`src/hw/rtl/cbcs_pkg.sv`:
```
// shared types, constants and codes for the colour band centroid steering block
package cbcs_pkg;

    // frame limits for counted pixels
    localparam int unsigned MAX_WIDTH  = 2048;
    localparam int unsigned MAX_HEIGHT = 2048;

    // accumulator widths
    localparam int unsigned COUNT_W = 23;
    localparam int unsigned SUM_W   = 34;
    localparam logic [COUNT_W-1:0] COUNT_MAX = {COUNT_W{1'b1}};

    // steering constants
    localparam int DRIVE_LIMIT = 255;
    localparam int DRIVE_BASE  = 10;
    localparam int IDLE_LEFT   = 2;
    localparam int IDLE_RIGHT  = 0;
    // ceil(2^20 / 65), exact truncating quotient for |error| below 4096
    localparam logic [13:0] GAIN_RECIP = 14'd16132;
    localparam int unsigned GAIN_SHIFT = 20;

    // hsv fixed-point constants
    localparam logic [19:0] SAT_NUM = 20'd1044480;  // 255 << 12
    localparam logic [19:0] HUE_NUM = 20'd122880;   // 30 << 12
    localparam logic [8:0]  HUE_WRAP = 9'd180;

    // queue depth between front and back
    localparam int unsigned QUEUE_DEPTH = 4;

    // configuration register indexes
    localparam logic [2:0] REG_LOWER_HSV     = 3'd0;
    localparam logic [2:0] REG_UPPER_HSV     = 3'd1;
    localparam logic [2:0] REG_BAND_TOP      = 3'd2;
    localparam logic [2:0] REG_BAND_BOTTOM   = 3'd3;
    localparam logic [2:0] REG_CENTER_COLUMN = 3'd4;

    // configuration bundle
    typedef struct packed {
        logic [23:0] lower_hsv;
        logic [23:0] upper_hsv;
        logic [10:0] band_top;
        logic [10:0] band_bottom;
        logic [9:0]  center_column;
    } t_cfg;

    // classified pixel handed from front to back
    typedef struct packed {
        logic        match;
        logic [10:0] column;
        logic [10:0] row;
        logic        frame_end;
    } t_item;

    typedef enum logic [1:0] {
        F_IDLE,
        F_DIV,
        F_MUL,
        F_PUSH
    } t_front_state;

    typedef enum logic [2:0] {
        B_POP,
        B_END,
        B_DIV,
        B_ERR,
        B_MUL,
        B_EMIT
    } t_back_state;

endpackage

```
`src/hw/rtl/color_band_centroid_steering_unit.sv`:
```
// top level of the colour band centroid steering block
// usage:
//   s_axis carries one pixel per transaction: tdata holds blue, green, red,
//   column and row; tlast marks the last pixel of a frame.
//   m_axis gives one result per frame: tdata holds left drive, right drive,
//   centroid x and centroid y; tuser is the line-found flag.
//   cfg writes one of the five threshold and band registers per transaction;
//   it is always ready and should be used only while the block is idle.
// order of work:
//   the front takes each pixel through accept, the radix-2 reciprocal
//   dividers of saturation and hue, one multiply and one push before it
//   accepts the next. the back drains the queue at one pixel per cycle while
//   it is not at a frame end, where it runs a 34-step restoring divider for
//   both centroids, then error and gain steps, overlapped with the front of the next frame.
// reset: thresholds take their defaults, accumulators and queue clear.
// stall: a result waits in the output register; the back keeps draining
//   pixels and holds only when a second frame result is ready.
module color_band_centroid_steering_unit (
    input  logic        i_clk,
    input  logic        i_rst_n,
    input  logic        i_s_axis_tvalid,
    output logic        o_s_axis_tready,
    input  logic [47:0] i_s_axis_tdata,   // blue, green, red, column, row, zero pad
    input  logic        i_s_axis_tlast,
    output logic        o_m_axis_tvalid,
    input  logic        i_m_axis_tready,
    output logic [39:0] o_m_axis_tdata,   // left_drive, right_drive, centroid_x, centroid_y
    output logic [0:0]  o_m_axis_tuser,   // line_found
    input  logic        i_cfg_valid,
    output logic        o_cfg_ready,
    input  logic [2:0]  i_cfg_index,
    input  logic [23:0] i_cfg_data
);

    cbcs_pkg::t_cfg  r_cfg;
    cbcs_pkg::t_item w_fitem, w_qitem;
    logic            w_push, w_full, w_pop, w_empty;
    logic [8:0]      w_left, w_right;
    logic            w_found;
    logic [10:0]     w_cx, w_cy;

    assign o_cfg_ready = 1'b1;

    // configuration registers
    always_ff @(posedge i_clk) begin
        if (!i_rst_n) begin
            r_cfg.lower_hsv     <= 24'd7564820;
            r_cfg.upper_hsv     <= 24'd12844940;
            r_cfg.band_top      <= 11'd240;
            r_cfg.band_bottom   <= 11'd390;
            r_cfg.center_column <= 10'd320;
        end else if (i_cfg_valid) begin
            unique case (i_cfg_index)
                cbcs_pkg::REG_LOWER_HSV:     r_cfg.lower_hsv     <= i_cfg_data;
                cbcs_pkg::REG_UPPER_HSV:     r_cfg.upper_hsv     <= i_cfg_data;
                cbcs_pkg::REG_BAND_TOP:      r_cfg.band_top      <= i_cfg_data[10:0];
                cbcs_pkg::REG_BAND_BOTTOM:   r_cfg.band_bottom   <= i_cfg_data[10:0];
                cbcs_pkg::REG_CENTER_COLUMN: r_cfg.center_column <= i_cfg_data[9:0];
                default: ;
            endcase
        end
    end

    // pixel classification
    cbcs_front u_front (
        .i_clk       (i_clk),
        .i_rst_n     (i_rst_n),
        .i_cfg       (r_cfg),
        .i_valid     (i_s_axis_tvalid),
        .o_ready     (o_s_axis_tready),
        .i_blue      (i_s_axis_tdata[7:0]),
        .i_green     (i_s_axis_tdata[15:8]),
        .i_red       (i_s_axis_tdata[23:16]),
        .i_column    (i_s_axis_tdata[34:24]),
        .i_row       (i_s_axis_tdata[45:35]),
        .i_frame_end (i_s_axis_tlast),
        .o_push      (w_push),
        .o_item      (w_fitem),
        .i_full      (w_full)
    );

    // queue between front and back
    cbcs_fifo u_fifo (
        .i_clk   (i_clk),
        .i_rst_n (i_rst_n),
        .i_push  (w_push),
        .i_item  (w_fitem),
        .o_full  (w_full),
        .i_pop   (w_pop),
        .o_item  (w_qitem),
        .o_empty (w_empty)
    );

    // accumulation and steering
    cbcs_back u_back (
        .i_clk         (i_clk),
        .i_rst_n       (i_rst_n),
        .i_cfg         (r_cfg),
        .i_item        (w_qitem),
        .i_empty       (w_empty),
        .o_pop         (w_pop),
        .o_valid       (o_m_axis_tvalid),
        .i_ready       (i_m_axis_tready),
        .o_left_drive  (w_left),
        .o_right_drive (w_right),
        .o_line_found  (w_found),
        .o_centroid_x  (w_cx),
        .o_centroid_y  (w_cy)
    );

    assign o_m_axis_tdata = {w_cy, w_cx, w_right, w_left};
    assign o_m_axis_tuser = w_found;

endmodule

```
`src/hw/rtl/cbcs_front.sv`:
```
// front: hsv conversion and band test of each pixel, pushes classified items
module cbcs_front (
    input  logic               i_clk,
    input  logic               i_rst_n,
    input  cbcs_pkg::t_cfg     i_cfg,
    input  logic               i_valid,
    output logic               o_ready,
    input  logic [7:0]         i_blue,
    input  logic [7:0]         i_green,
    input  logic [7:0]         i_red,
    input  logic [10:0]        i_column,
    input  logic [10:0]        i_row,
    input  logic               i_frame_end,
    output logic               o_push,
    output cbcs_pkg::t_item    o_item,
    input  logic               i_full
);

    cbcs_pkg::t_front_state r_state, n_state;

    logic [7:0]         r_v, r_diff;
    logic signed [11:0] r_hn;
    logic [10:0]        r_col, r_row;
    logic               r_fend;
    logic [19:0]        r_sq, r_hq;
    logic [8:0]         r_sr, r_hr;
    logic [4:0]         r_cnt;
    logic [28:0]        r_sprod;
    logic signed [30:0] r_hprod;

    logic [7:0]         w_v, w_mn, w_diff;
    logic signed [11:0] w_hn;
    logic [8:0]         w_srs, w_hrs;
    logic               w_sbit, w_hbit;
    logic [28:0]        w_ssum;
    logic signed [30:0] w_hsum, w_hsh;
    logic signed [8:0]  w_hraw;
    logic [7:0]         w_h, w_s;
    logic               w_match;

    // max, min and hue numerator of the incoming pixel
    always_comb begin
        w_v = i_blue;
        if (i_green > w_v) w_v = i_green;
        if (i_red > w_v) w_v = i_red;
        w_mn = i_blue;
        if (i_green < w_mn) w_mn = i_green;
        if (i_red < w_mn) w_mn = i_red;
        w_diff = w_v - w_mn;
        priority if (w_v == i_red) begin
            w_hn = $signed({4'b0, i_green}) - $signed({4'b0, i_blue});
        end else if (w_v == i_green) begin
            w_hn = $signed({4'b0, i_blue}) - $signed({4'b0, i_red})
                 + $signed({3'b0, w_diff, 1'b0});
        end else begin
            w_hn = $signed({4'b0, i_red}) - $signed({4'b0, i_green})
                 + $signed({2'b0, w_diff, 2'b0});
        end
    end

    // one restoring step for each reciprocal
    always_comb begin
        w_srs  = {r_sr[7:0], r_sq[19]};
        w_sbit = (w_srs >= {1'b0, r_v});
        w_hrs  = {r_hr[7:0], r_hq[19]};
        w_hbit = (w_hrs >= {1'b0, r_diff});
    end

    // rounding, hue wrap and bounds test
    always_comb begin
        w_ssum = r_sprod + 29'd2048;
        w_s    = (r_v != 8'd0) ? w_ssum[19:12] : 8'd0;
        w_hsum = r_hprod + 31'sd2048;
        w_hsh  = w_hsum >>> 12;
        w_hraw = w_hsh[8:0];
        if (r_diff == 8'd0) begin
            w_h = 8'd0;
        end else if (w_hraw < 0) begin
            w_h = 8'(w_hraw + $signed(cbcs_pkg::HUE_WRAP));
        end else begin
            w_h = w_hraw[7:0];
        end
        w_match = (w_h >= i_cfg.lower_hsv[23:16]) && (w_h <= i_cfg.upper_hsv[23:16])
               && (w_s >= i_cfg.lower_hsv[15:8])  && (w_s <= i_cfg.upper_hsv[15:8])
               && (r_v >= i_cfg.lower_hsv[7:0])   && (r_v <= i_cfg.upper_hsv[7:0])
               && (r_row >= i_cfg.band_top) && (r_row <= i_cfg.band_bottom)
               && ({2'b0, r_col} < 13'(cbcs_pkg::MAX_WIDTH))
               && ({2'b0, r_row} < 13'(cbcs_pkg::MAX_HEIGHT));
    end

    // state register
    always_ff @(posedge i_clk) begin
        if (!i_rst_n) begin
            r_state <= cbcs_pkg::F_IDLE;
        end else begin
            r_state <= n_state;
        end
    end

    // next state and handshake
    always_comb begin
        n_state = r_state;
        o_ready = 1'b0;
        o_push  = 1'b0;
        unique case (r_state)
            cbcs_pkg::F_IDLE: begin
                o_ready = 1'b1;
                if (i_valid) n_state = cbcs_pkg::F_DIV;
            end
            cbcs_pkg::F_DIV: begin
                if (r_cnt == 5'd19) n_state = cbcs_pkg::F_MUL;
            end
            cbcs_pkg::F_MUL: begin
                n_state = cbcs_pkg::F_PUSH;
            end
            cbcs_pkg::F_PUSH: begin
                if (!i_full) begin
                    o_push  = 1'b1;
                    n_state = cbcs_pkg::F_IDLE;
                end
            end
            default: n_state = cbcs_pkg::F_IDLE;
        endcase
    end

    // datapath
    always_ff @(posedge i_clk) begin
        if (r_state == cbcs_pkg::F_IDLE && i_valid) begin
            r_v    <= w_v;
            r_diff <= w_diff;
            r_hn   <= w_hn;
            r_col  <= i_column;
            r_row  <= i_row;
            r_fend <= i_frame_end;
            r_sq   <= cbcs_pkg::SAT_NUM + {13'b0, w_v[7:1]};
            r_hq   <= cbcs_pkg::HUE_NUM + {13'b0, w_diff[7:1]};
            r_sr   <= 9'd0;
            r_hr   <= 9'd0;
            r_cnt  <= 5'd0;
        end
        if (r_state == cbcs_pkg::F_DIV) begin
            r_sr  <= w_sbit ? (w_srs - {1'b0, r_v}) : w_srs;
            r_sq  <= {r_sq[18:0], w_sbit};
            r_hr  <= w_hbit ? (w_hrs - {1'b0, r_diff}) : w_hrs;
            r_hq  <= {r_hq[18:0], w_hbit};
            r_cnt <= r_cnt + 5'd1;
        end
        if (r_state == cbcs_pkg::F_MUL) begin
            r_sprod <= 29'({21'b0, r_diff} * {9'b0, r_sq});
            r_hprod <= 31'($signed({{19{r_hn[11]}}, r_hn}) * $signed({11'b0, r_hq[19:0]}));
        end
    end

    assign o_item.match     = w_match;
    assign o_item.column    = r_col;
    assign o_item.row       = r_row;
    assign o_item.frame_end = r_fend;

endmodule

```
`src/hw/rtl/cbcs_fifo.sv`:
```
// short queue of classified pixels between front and back
module cbcs_fifo (
    input  logic            i_clk,
    input  logic            i_rst_n,
    input  logic            i_push,
    input  cbcs_pkg::t_item i_item,
    output logic            o_full,
    input  logic            i_pop,
    output cbcs_pkg::t_item o_item,
    output logic            o_empty
);

    localparam int unsigned AW = $clog2(cbcs_pkg::QUEUE_DEPTH);

    cbcs_pkg::t_item r_mem [cbcs_pkg::QUEUE_DEPTH];
    logic [AW-1:0]   r_wr, r_rd;
    logic [AW:0]     r_fill;

    assign o_full  = (r_fill == (AW+1)'(cbcs_pkg::QUEUE_DEPTH));
    assign o_empty = (r_fill == '0);
    assign o_item  = r_mem[r_rd];

    // pointers and fill level
    always_ff @(posedge i_clk) begin
        if (!i_rst_n) begin
            r_wr   <= '0;
            r_rd   <= '0;
            r_fill <= '0;
        end else begin
            if (i_push) r_wr <= r_wr + 1'b1;
            if (i_pop) r_rd <= r_rd + 1'b1;
            r_fill <= r_fill + (AW+1)'(i_push) - (AW+1)'(i_pop);
        end
    end

    // storage
    always_ff @(posedge i_clk) begin
        if (i_push) r_mem[r_wr] <= i_item;
    end

endmodule

```
`src/hw/rtl/cbcs_back.sv`:
```
// back: accumulation, frame-end centroid division and drive computation
module cbcs_back (
    input  logic            i_clk,
    input  logic            i_rst_n,
    input  cbcs_pkg::t_cfg  i_cfg,
    input  cbcs_pkg::t_item i_item,
    input  logic            i_empty,
    output logic            o_pop,
    output logic            o_valid,
    input  logic            i_ready,
    output logic [8:0]      o_left_drive,
    output logic [8:0]      o_right_drive,
    output logic            o_line_found,
    output logic [10:0]     o_centroid_x,
    output logic [10:0]     o_centroid_y
);

    localparam int unsigned CW = cbcs_pkg::COUNT_W;
    localparam int unsigned SW = cbcs_pkg::SUM_W;

    cbcs_pkg::t_back_state r_state, n_state;

    logic [CW-1:0] r_count;
    logic [SW-1:0] r_csum, r_rsum;
    logic [SW-1:0] r_cq, r_rq;
    logic [CW-1:0] r_cr, r_rr;
    logic [5:0]    r_cnt;
    logic [10:0]   r_cx, r_cy;
    logic [10:0]   r_abs;
    logic          r_neg;
    logic [24:0]   r_prod;
    logic          r_out_valid;
    logic [8:0]    r_left, r_right;
    logic          r_found;
    logic [10:0]   r_ox, r_oy;

    logic [CW:0]        w_crs, w_rrs;
    logic               w_cbit, w_rbit;
    logic signed [11:0] w_err;
    logic [4:0]         w_q;
    logic signed [9:0]  w_left;
    logic               w_emit;

    // one restoring step for both quotients
    always_comb begin
        w_crs  = {r_cr, r_cq[SW-1]};
        w_cbit = (w_crs >= {1'b0, r_count});
        w_rrs  = {r_rr, r_rq[SW-1]};
        w_rbit = (w_rrs >= {1'b0, r_count});
    end

    // steering error from the finished column quotient and truncated gain
    always_comb begin
        w_err  = $signed({1'b0, r_cq[10:0]}) - $signed({2'b0, i_cfg.center_column});
        w_q    = r_prod[cbcs_pkg::GAIN_SHIFT +: 5];
        w_left = r_neg ? (10'sd10 - $signed({5'b0, w_q})) : (10'sd10 + $signed({5'b0, w_q}));
        if (w_left > 10'(cbcs_pkg::DRIVE_LIMIT)) w_left = 10'(cbcs_pkg::DRIVE_LIMIT);
        if (w_left < -10'(cbcs_pkg::DRIVE_LIMIT)) w_left = -10'(cbcs_pkg::DRIVE_LIMIT);
    end

    // state register
    always_ff @(posedge i_clk) begin
        if (!i_rst_n) begin
            r_state <= cbcs_pkg::B_POP;
        end else begin
            r_state <= n_state;
        end
    end

    // next state and queue pop
    always_comb begin
        n_state = r_state;
        o_pop   = 1'b0;
        w_emit  = 1'b0;
        unique case (r_state)
            cbcs_pkg::B_POP: begin
                if (!i_empty) begin
                    o_pop = 1'b1;
                    if (i_item.frame_end) n_state = cbcs_pkg::B_END;
                end
            end
            cbcs_pkg::B_END: begin
                n_state = (r_count == '0) ? cbcs_pkg::B_EMIT : cbcs_pkg::B_DIV;
            end
            cbcs_pkg::B_DIV: begin
                if (r_cnt == 6'(SW-1)) n_state = cbcs_pkg::B_ERR;
            end
            cbcs_pkg::B_ERR: n_state = cbcs_pkg::B_MUL;
            cbcs_pkg::B_MUL: n_state = cbcs_pkg::B_EMIT;
            cbcs_pkg::B_EMIT: begin
                if (!r_out_valid) begin
                    w_emit  = 1'b1;
                    n_state = cbcs_pkg::B_POP;
                end
            end
            default: n_state = cbcs_pkg::B_POP;
        endcase
    end

    // accumulators
    always_ff @(posedge i_clk) begin
        if (!i_rst_n) begin
            r_count <= '0;
            r_csum  <= '0;
            r_rsum  <= '0;
        end else if (w_emit) begin
            r_count <= '0;
            r_csum  <= '0;
            r_rsum  <= '0;
        end else if (o_pop && i_item.match && r_count != cbcs_pkg::COUNT_MAX) begin
            r_count <= r_count + 1'b1;
            r_csum  <= r_csum + SW'(i_item.column);
            r_rsum  <= r_rsum + SW'(i_item.row);
        end
    end

    // division and drive datapath
    always_ff @(posedge i_clk) begin
        unique case (r_state)
            cbcs_pkg::B_END: begin
                r_cq  <= r_csum;
                r_rq  <= r_rsum;
                r_cr  <= '0;
                r_rr  <= '0;
                r_cnt <= '0;
                r_cx  <= '0;
                r_cy  <= '0;
            end
            cbcs_pkg::B_DIV: begin
                r_cr  <= w_cbit ? CW'(w_crs - {1'b0, r_count}) : w_crs[CW-1:0];
                r_cq  <= {r_cq[SW-2:0], w_cbit};
                r_rr  <= w_rbit ? CW'(w_rrs - {1'b0, r_count}) : w_rrs[CW-1:0];
                r_rq  <= {r_rq[SW-2:0], w_rbit};
                r_cnt <= r_cnt + 6'd1;
            end
            cbcs_pkg::B_ERR: begin
                r_cx   <= r_cq[10:0];
                r_cy   <= r_rq[10:0];
                r_neg  <= w_err[11];
                r_abs  <= w_err[11] ? 11'(-w_err) : w_err[10:0];
            end
            default: ;
        endcase
        r_prod <= 25'({14'b0, r_abs} * {11'b0, cbcs_pkg::GAIN_RECIP});
    end

    // output register, parts the back from the receiver
    always_ff @(posedge i_clk) begin
        if (!i_rst_n) begin
            r_out_valid <= 1'b0;
        end else if (w_emit) begin
            r_out_valid <= 1'b1;
        end else if (i_ready) begin
            r_out_valid <= 1'b0;
        end
    end

    always_ff @(posedge i_clk) begin
        if (w_emit) begin
            if (r_count == '0) begin
                r_left  <= 9'(cbcs_pkg::IDLE_LEFT);
                r_right <= 9'(cbcs_pkg::IDLE_RIGHT);
                r_found <= 1'b0;
                r_ox    <= '0;
                r_oy    <= '0;
            end else begin
                r_left  <= w_left[8:0];
                r_right <= 9'(cbcs_pkg::DRIVE_BASE);
                r_found <= 1'b1;
                r_ox    <= r_cx;
                r_oy    <= r_cy;
            end
        end
    end

    assign o_valid       = r_out_valid;
    assign o_left_drive  = r_left;
    assign o_right_drive = r_right;
    assign o_line_found  = r_found;
    assign o_centroid_x  = r_ox;
    assign o_centroid_y  = r_oy;

endmodule
```
`config.mk`:
```
export PLATFORM = sky130hd
export DESIGN_NAME = color_band_centroid_steering_unit
export DESIGN_NICKNAME = d
export VERILOG_FILES = /design/src/hw/rtl/cbcs_pkg.sv /design/src/hw/rtl/color_band_centroid_steering_unit.sv /design/src/hw/rtl/cbcs_front.sv /design/src/hw/rtl/cbcs_fifo.sv /design/src/hw/rtl/cbcs_back.sv
export SDC_FILE = /design/constraint.sdc
export NUM_CORES = 2
export LEC_CHECK = 0
export BUFFER_PORTS_ARGS = -buffer_cell sky130_fd_sc_hd__buf_2
export CELL_PAD_IN_SITES_DETAIL_PLACEMENT = 1
export CELL_PAD_IN_SITES_GLOBAL_PLACEMENT = 1
export CORE_MARGIN = 3
export CORE_UTILIZATION = 25
export CTS_CLUSTER_DIAMETER = 40
export DETAILED_ROUTE_END_ITERATION = 7
export GPL_TIMING_DRIVEN = 0
export PLACE_DENSITY = 0.49
export SETUP_SLACK_MARGIN = 0.2
export SKIP_CTS_REPAIR_TIMING = 1
export SLEW_MARGIN = 30
export SYNTH_ARGS = -nofsm -noshare
export SYNTH_HDL_FRONTEND = slang
export SYNTH_SLANG_ARGS = --single-unit
```
`constraint.sdc`:
```
create_clock -name i_clk -period 7 [get_ports i_clk]
set_clock_uncertainty 0.2 [all_clocks]
set_input_delay 1.05 -clock i_clk [delete_from_list [all_inputs] [get_ports i_clk]]
set_output_delay 1.05 -clock i_clk [all_outputs]
set_load 0.05 [all_outputs]
```
# Word-level counts from Yosys, hierarchy flattened
# Memory sizes are Yosys's and may differ from the RTL's. A register that Yosys moved wholly into a read port is not among the register bits.
# Cells that the tools add are included.
[totals]
ff_bits = 555
ram_bits = 96
inputBits = 81
output_inout_bits = 44
n_memories = 1
[memory_table]
columns = ["name", "words", "width", "rd", "rd_ports_with_merged_regs", "wr", "line", "text"]
rows = [
  ["u_fifo.r_mem", 4, 24, 1, 1, 1, "cbcs_fifo.sv:15", "cbcs_pkg::t_item r_mem [cbcs_pkg::QUEUE_DEPTH];"],
]
[classes]
add_sub_neg = 28
n_mul = 3
magnitude_cmp = 19
n_eq_ne = 25
mux = 58
bitwise = 1
reduce_logical = 30
[op_table]
columns = ["op", "n"]
rows = [
  ["one-hot mux 34 bit (2 select lines)", 2],
  ["2-to-1 mux 8 bit", 12],
  ["one-hot mux 23 bit (2 select lines)", 2],
  ["2-to-1 mux 20 bit", 4],
  ["adder 34 x 11 -> 34 bit", 2],
  [">= comparator 24 x 23 -> 1 bit", 2],
  ["2-to-1 mux 23 bit", 2],
  ["subtractor 23 bit", 2],
  ["one-hot mux 11 bit (2 select lines)", 2],
  ["subtractor 8 x 8 -> 9 bit", 3],
  [">= comparator 8 bit", 3],
  ["<= comparator 8 bit", 3],
  ["2-to-1 mux 12 bit", 2],
  ["subtractor 8 bit", 3],
  ["adder 23 x 1 -> 23 bit (second input constant)", 1],
  ["logical NOT 23 bit", 1],
  ["multiplier 11 x 12 -> 23 bit (second input constant)", 1],
  ["inequality test 23 bit (second input constant)", 1],
  ["adder 21 x 13 -> 21 bit (second input constant)", 1],
  ["multiplier 12 x 21 -> 21 bit", 1],
  ["adder 20 x 12 -> 20 bit (second input constant)", 1],
  ["multiplier 8 x 20 -> 20 bit", 1],
  ["2-to-1 mux 10 bit", 2],
  ["adder 17 x 7 -> 18 bit (first input constant)", 1],
  ["52 further kinds", 109],
]

# Depth between registers and ports, before layout
[logic_depth]
ltp_word = 12
ltp_mapped = 34
mapped_depth_nobuf = 32

# Hierarchy
# A second synthesis with hierarchy kept.
[unflattened]
hier_cells = 4480
area_unflattened_um2 = 44370.1
[by_module_without_submodules]
columns = ["module", "n_inst", "cells_each", "area_per_inst_um2", "seq_area_each_um2"]
rows = [
  ["cbcs_front", 1, 2142, 19550.0, 3973.8],
  ["cbcs_back", 1, 1857, 17665.7, 7527.2],
  ["cbcs_fifo", 1, 169, 3946.3, 3062.9],
  ["color_band_centroid_steering_unit", 1, 312, 3208.1, 1601.5],
]

# Least setup slack after synthesis
# OpenSTA, ideal clock, no wires.
[synth_timing]
path_kind = "input to register"
from = "in i_s_axis_tdata[7]"
to = "reg u_front.r_hn[9], data pin"
setup_time_ps = 263
arrival_ps = 6957
setup_slack_ps = -421
stages = 32
n_path_buf = 1
path_cell_list = "inv_1 ha_1 and2_4 a221oi_2 nand3_1 nand2_1 mux2i_1 inv_1 ha_1 a21o_1 a21oi_1 o21ai_0 a31o_1 a32o_1 buf_6 mux2i_1 ha_1 inv_1 ha_1 a2111oi_1 a211o_1 nand4_1 nand2_1 inv_1 ha_1 a21oi_1 o21bai_1 inv_1 maj3_1 xnor2_1 a21oi_1 a21oi_1"
[synth_via]
elab_chain_cells = 8
elab_cells_between_ends = 17
cone_classes = "add/sub (5); order compare (4); eq/ne (2); mux (6)"
[synth_rtl]
columns = ["element", "line", "text"]
rows = [
  ["start, declared", "color_band_centroid_steering_unit.sv:23", "input logic [47:0] i_s_axis_tdata,"],
  ["greater-than comparator 8 bit / < comparator 8 bit (equally long branches)", "cbcs_front.sv:44, cbcs_front.sv:47", ""],
  ["2-to-1 mux 8 bit (on tied branches)", "cbcs_front.sv:44, cbcs_front.sv:47", ""],
  ["greater-than comparator 8 bit / < comparator 8 bit (equally long branches)", "cbcs_front.sv:45, cbcs_front.sv:48", ""],
  ["2-to-1 mux 8 bit (on tied branches)", "cbcs_front.sv:45, cbcs_front.sv:48", ""],
  ["subtractor 8 bit *", "cbcs_front.sv:49", "w_diff = w_v - w_mn;"],
  ["named net u_front.w_diff[4]", "cbcs_front.sv:31", "logic [7:0] w_v, w_mn, w_diff;"],
  ["adder 12 x 11 -> 12 bit / adder 12 x 10 -> 12 bit (equally long branches)", "cbcs_front.sv:57, cbcs_front.sv:54", ""],
  ["2-to-1 mux 12 bit *", "cbcs_front.sv:52", "end else if (w_v == i_green) begin"],
  ["2-to-1 mux 12 bit *", "cbcs_front.sv:50", "priority if (w_v == i_red) begin"],
  ["named net u_front.w_hn[9]", "cbcs_front.sv:32", "logic signed [11:0] w_hn;"],
  ["end signal, assigned", "cbcs_front.sv:131", "r_hn <= w_hn;"],
  ["end, declared", "cbcs_front.sv:22", "logic signed [11:0] r_hn;"],
]
# The timed path passes the listed nets; every way through them passes the cells marked *.
# A chain may end at the register's enable or synchronous reset.

# Final worst setup path
[layout_timing]
from = "in i_s_axis_tdata[1]"
to = "reg u_front.r_hn[11], data pin"
# The elaborated chain is that of the path after synthesis.

==> results.py <==
metrics = {
    "outcome": {
        "status": "complete, no violations",
    },
    "routing": {
        "vias": 30887,
        "drt_iter0_drc": 1167,
        "drc": 0,
        "viasPerCell": 4.36,
        "routedWlPerCell_um": 17.4,
        "drt_pre_antenna_iters": 5,
        "drt_wl_total_um": 123000,
        "antenna_left": 0,
    },
    "cells_and_area": {
        "drive_above_1_share": 0.113,
        "synthToLayoutAreaGrowth_pct": 19.8,
        "mostFrequentLayoutCells": "nand2_1 (659), inv_1 (544), edfxtp_1 (411)",
        "layout.cells.non_filler": 7077,
        "final_nets": 5399,
        "final_common_cell": "nand2_1",
    },
    "grt": {
        "grt_antenna_before_repair": 8,
        "grt_use_met1": 0.176,
        "top_usage_layer": "met2",
        "overflow": 0,
        "grt_use_met3": 0.0176,
        "grt_max_degree": 40,
        "use_met2": 0.249,
        "first_global_vias": 33189,
        "track_usage": 0.140,
        "grt_pass1_wl_um": 193000,
    },
    "sta": {
        "finalCriticalPeriod_ps": 6640,
        "fmax_ghz": 0.151,
        "hold_violations": 0,
        "max_slew_margin": 0.361,
        "hold_ws_ps": 264,
        "rsz0062_at_grt": "yes",
        "setup_violations": 0,
        "slew_violations": 0,
        "worstMarginPinSlew_ps": 956,
        "finalCritPeriodShare": 0.949,
    },
    "setup_path": {
        "endpoint_kind": "flop",
        "rr_worst_depth": 20,
        "r2r_slack_ps": 650,
        "critPathArrivalTime_ps": 6990,
        "cp-start-kind": "input port",
        "worstPathMaxFanout": 6,
        "crit_type": "input port to flop",
        "critical_path.startpoint": "i_s_axis_tdata[1]",
        "r2r_start": "u_front.r_hn[7]$_DFFE_PP_",
        "required_ps": 7350,
    },
    "place": {
        "gp_congestion": 0.776,
        "detailed_place_hpwl_um": 96700,
        "placedCellCount": 6825,
        "io_buffers": 114,
    },
    "cts": {
        "cts_tree": "done",
        "htreeDepth": 3,
        "clock-sinks": 602,
        "cts_root_buf": "clkbuf_16",
        "cts_made_buffers": 104,
        "clk_pin_slew_worst_paths_ps": 50,
        "clkLatencyLatePin_ps": 690,
        "clockBufferDepth": 3,
    },
    "yosys": {
        "yosys.area.top_type": "edfxtp_1",
        "syn_inst": 4394,
        "synthesis.area_sq_um": 43000,
        "synth_edf_count": 411,
        "synthDistinctLibCells": 85,
        "ys_ff_latch": 602,
        "yosys.area.top_type_share": 0.287,
        "synth_area_leaders": "edfxtp_1 (29%), fa_1 (12%), ha_1 (11%), dfxtp_1 (8.9%), nand2_1 (5.8%)",
        "async_reset_ff_frac": 0,
        "postSynthAreaPerCell_sq_um": 9.79,
        "ys.flop_type": "edfxtp_1",
        "yosysSeqAreaShare": 0.376,
        "yosys_warnings": 0,
    },
    "floorplanning": {
        "dieArea_sq_um": 177000,
        "die_y_um": 421,
        "rows": 151,
        "start_util": 0.253,
        "io_pins": 125,
        "die_w_um": 421,
        "core_sq_um": 170000,
    },
    "worst_hold_path": {
        "hold_class": "flop to flop",
        "whs_path_depth": 2,
        "min-delay-start": "r_cfg[5]$_SDFFE_PN0P_",
    },
    "job": {
        "drv_cap": 0,
    },
}
==> flip-flops by register name, summed over array words and instances, names as in the netlist, 20 cells and up, named ones only <==
signal          count
u_front.r_sq       20
u_back.r_rq        34
u_front.r_hq       20
u_back.r_cq        34
u_back.r_csum      34
u_back.r_count     23
u_back.r_cr        23
u_fifo.r_mem       96
u_back.r_rsum      34
u_back.r_rr        23
r_cfg              80
==> worst paths after layout <==
check                                  endpoint
setup / recovery     u_front.r_hn[11]$_DFFE_PP_
hold / removal            r_cfg[5]$_SDFFE_PN0P_
setup reg to reg  u_front.r_hprod[20]$_DFFE_PP_
hold reg to reg           r_cfg[5]$_SDFFE_PN0P_
==> cells in the mapped netlist (all sizes together), types with 81 or more instances <==
cell / instances
xnor2: 178
dfxtp: 191
clkbuf: 142
fa: 254
edfxtp: 411
nand2: 663
and2: 164
o21ai: 142
ha: 374
nor2b: 81
nor2: 244
xor2: 81
a21oi: 196
inv: 550
==> metal layers <==
layer	wire length (um)	vias up
met1	55400	15131
met4	3470	2
met2	61200	313
met3	2870	185
met5	11	-
li1	-	15256
==> critical path, cell delays in order <==
cell,delay [ps]
buf_2,160
inv_1,100
ha_1,330
nand2b_1,130
a21o_1,190
nand2_2,110
a21oi_4,180
buf_12,150
mux2i_4,260
ha_1,270
a21o_1,200
a211oi_2,240
nand2_2,100
o31ai_4,350
mux2_4,370
ha_1,350
a31oi_2,200
o31ai_4,120
a21oi_1,220
o21ai_2,110
xor2_2,280
ha_1,320
nand2b_1,110
nor2_1,40
a311o_1,410
a21o_1,170
a211o_1,300
a31oi_1,160
==> area by class of cell <==
cell class | count | area, sq um
Sequential cell | 602 | 16200
Clock inverter | 67 | 823
Multi-Input combinational cell | 3086 | 24700
Antenna cell | 1 | 2.50
Clock buffer | 130 | 2910
Timing Repair Buffer | 184 | 1270
Buffer | 162 | 719
Fill cell | 19361 | 119000
Tap cell | 2295 | 2870
Inverter | 550 | 2060
==> cells by family after synthesis <==
group                    Yosys count  share of synthesized area
flip-flops                       602                      0.376
XOR/XNOR                         259                     0.0528
buffers and inverters            712                     0.0634
AND/OR/NAND/NOR                 1484                      0.162
multiplexers                      77                     0.0254
adder cells (fa/ha/maj)          630                      0.228
other                              2                   0.000175
AO/OA/AOI/OAI                    628                     0.0929
==> metrics by stage <==
step | cell area (sq um) | TNS (ps) | utilization | worst slack, ps
3_3_place_gp | 46600 | -41010 | 0.274 | -1410
6_report | 51500 | 0 | 0.303 | 360
4_1_cts | 50700 | -2920 | 0.298 | -599
2_1_floorplan | 43200 | 0 | - | 143
5_1_grt | 51500 | 0 | 0.303 | 81.3
3_5_place_dp | 47000 | -9860 | 0.276 | -1360
Power is not shown: default switching activity piles up to over one toggle a cycle in this logic, so the estimate is an artifact.
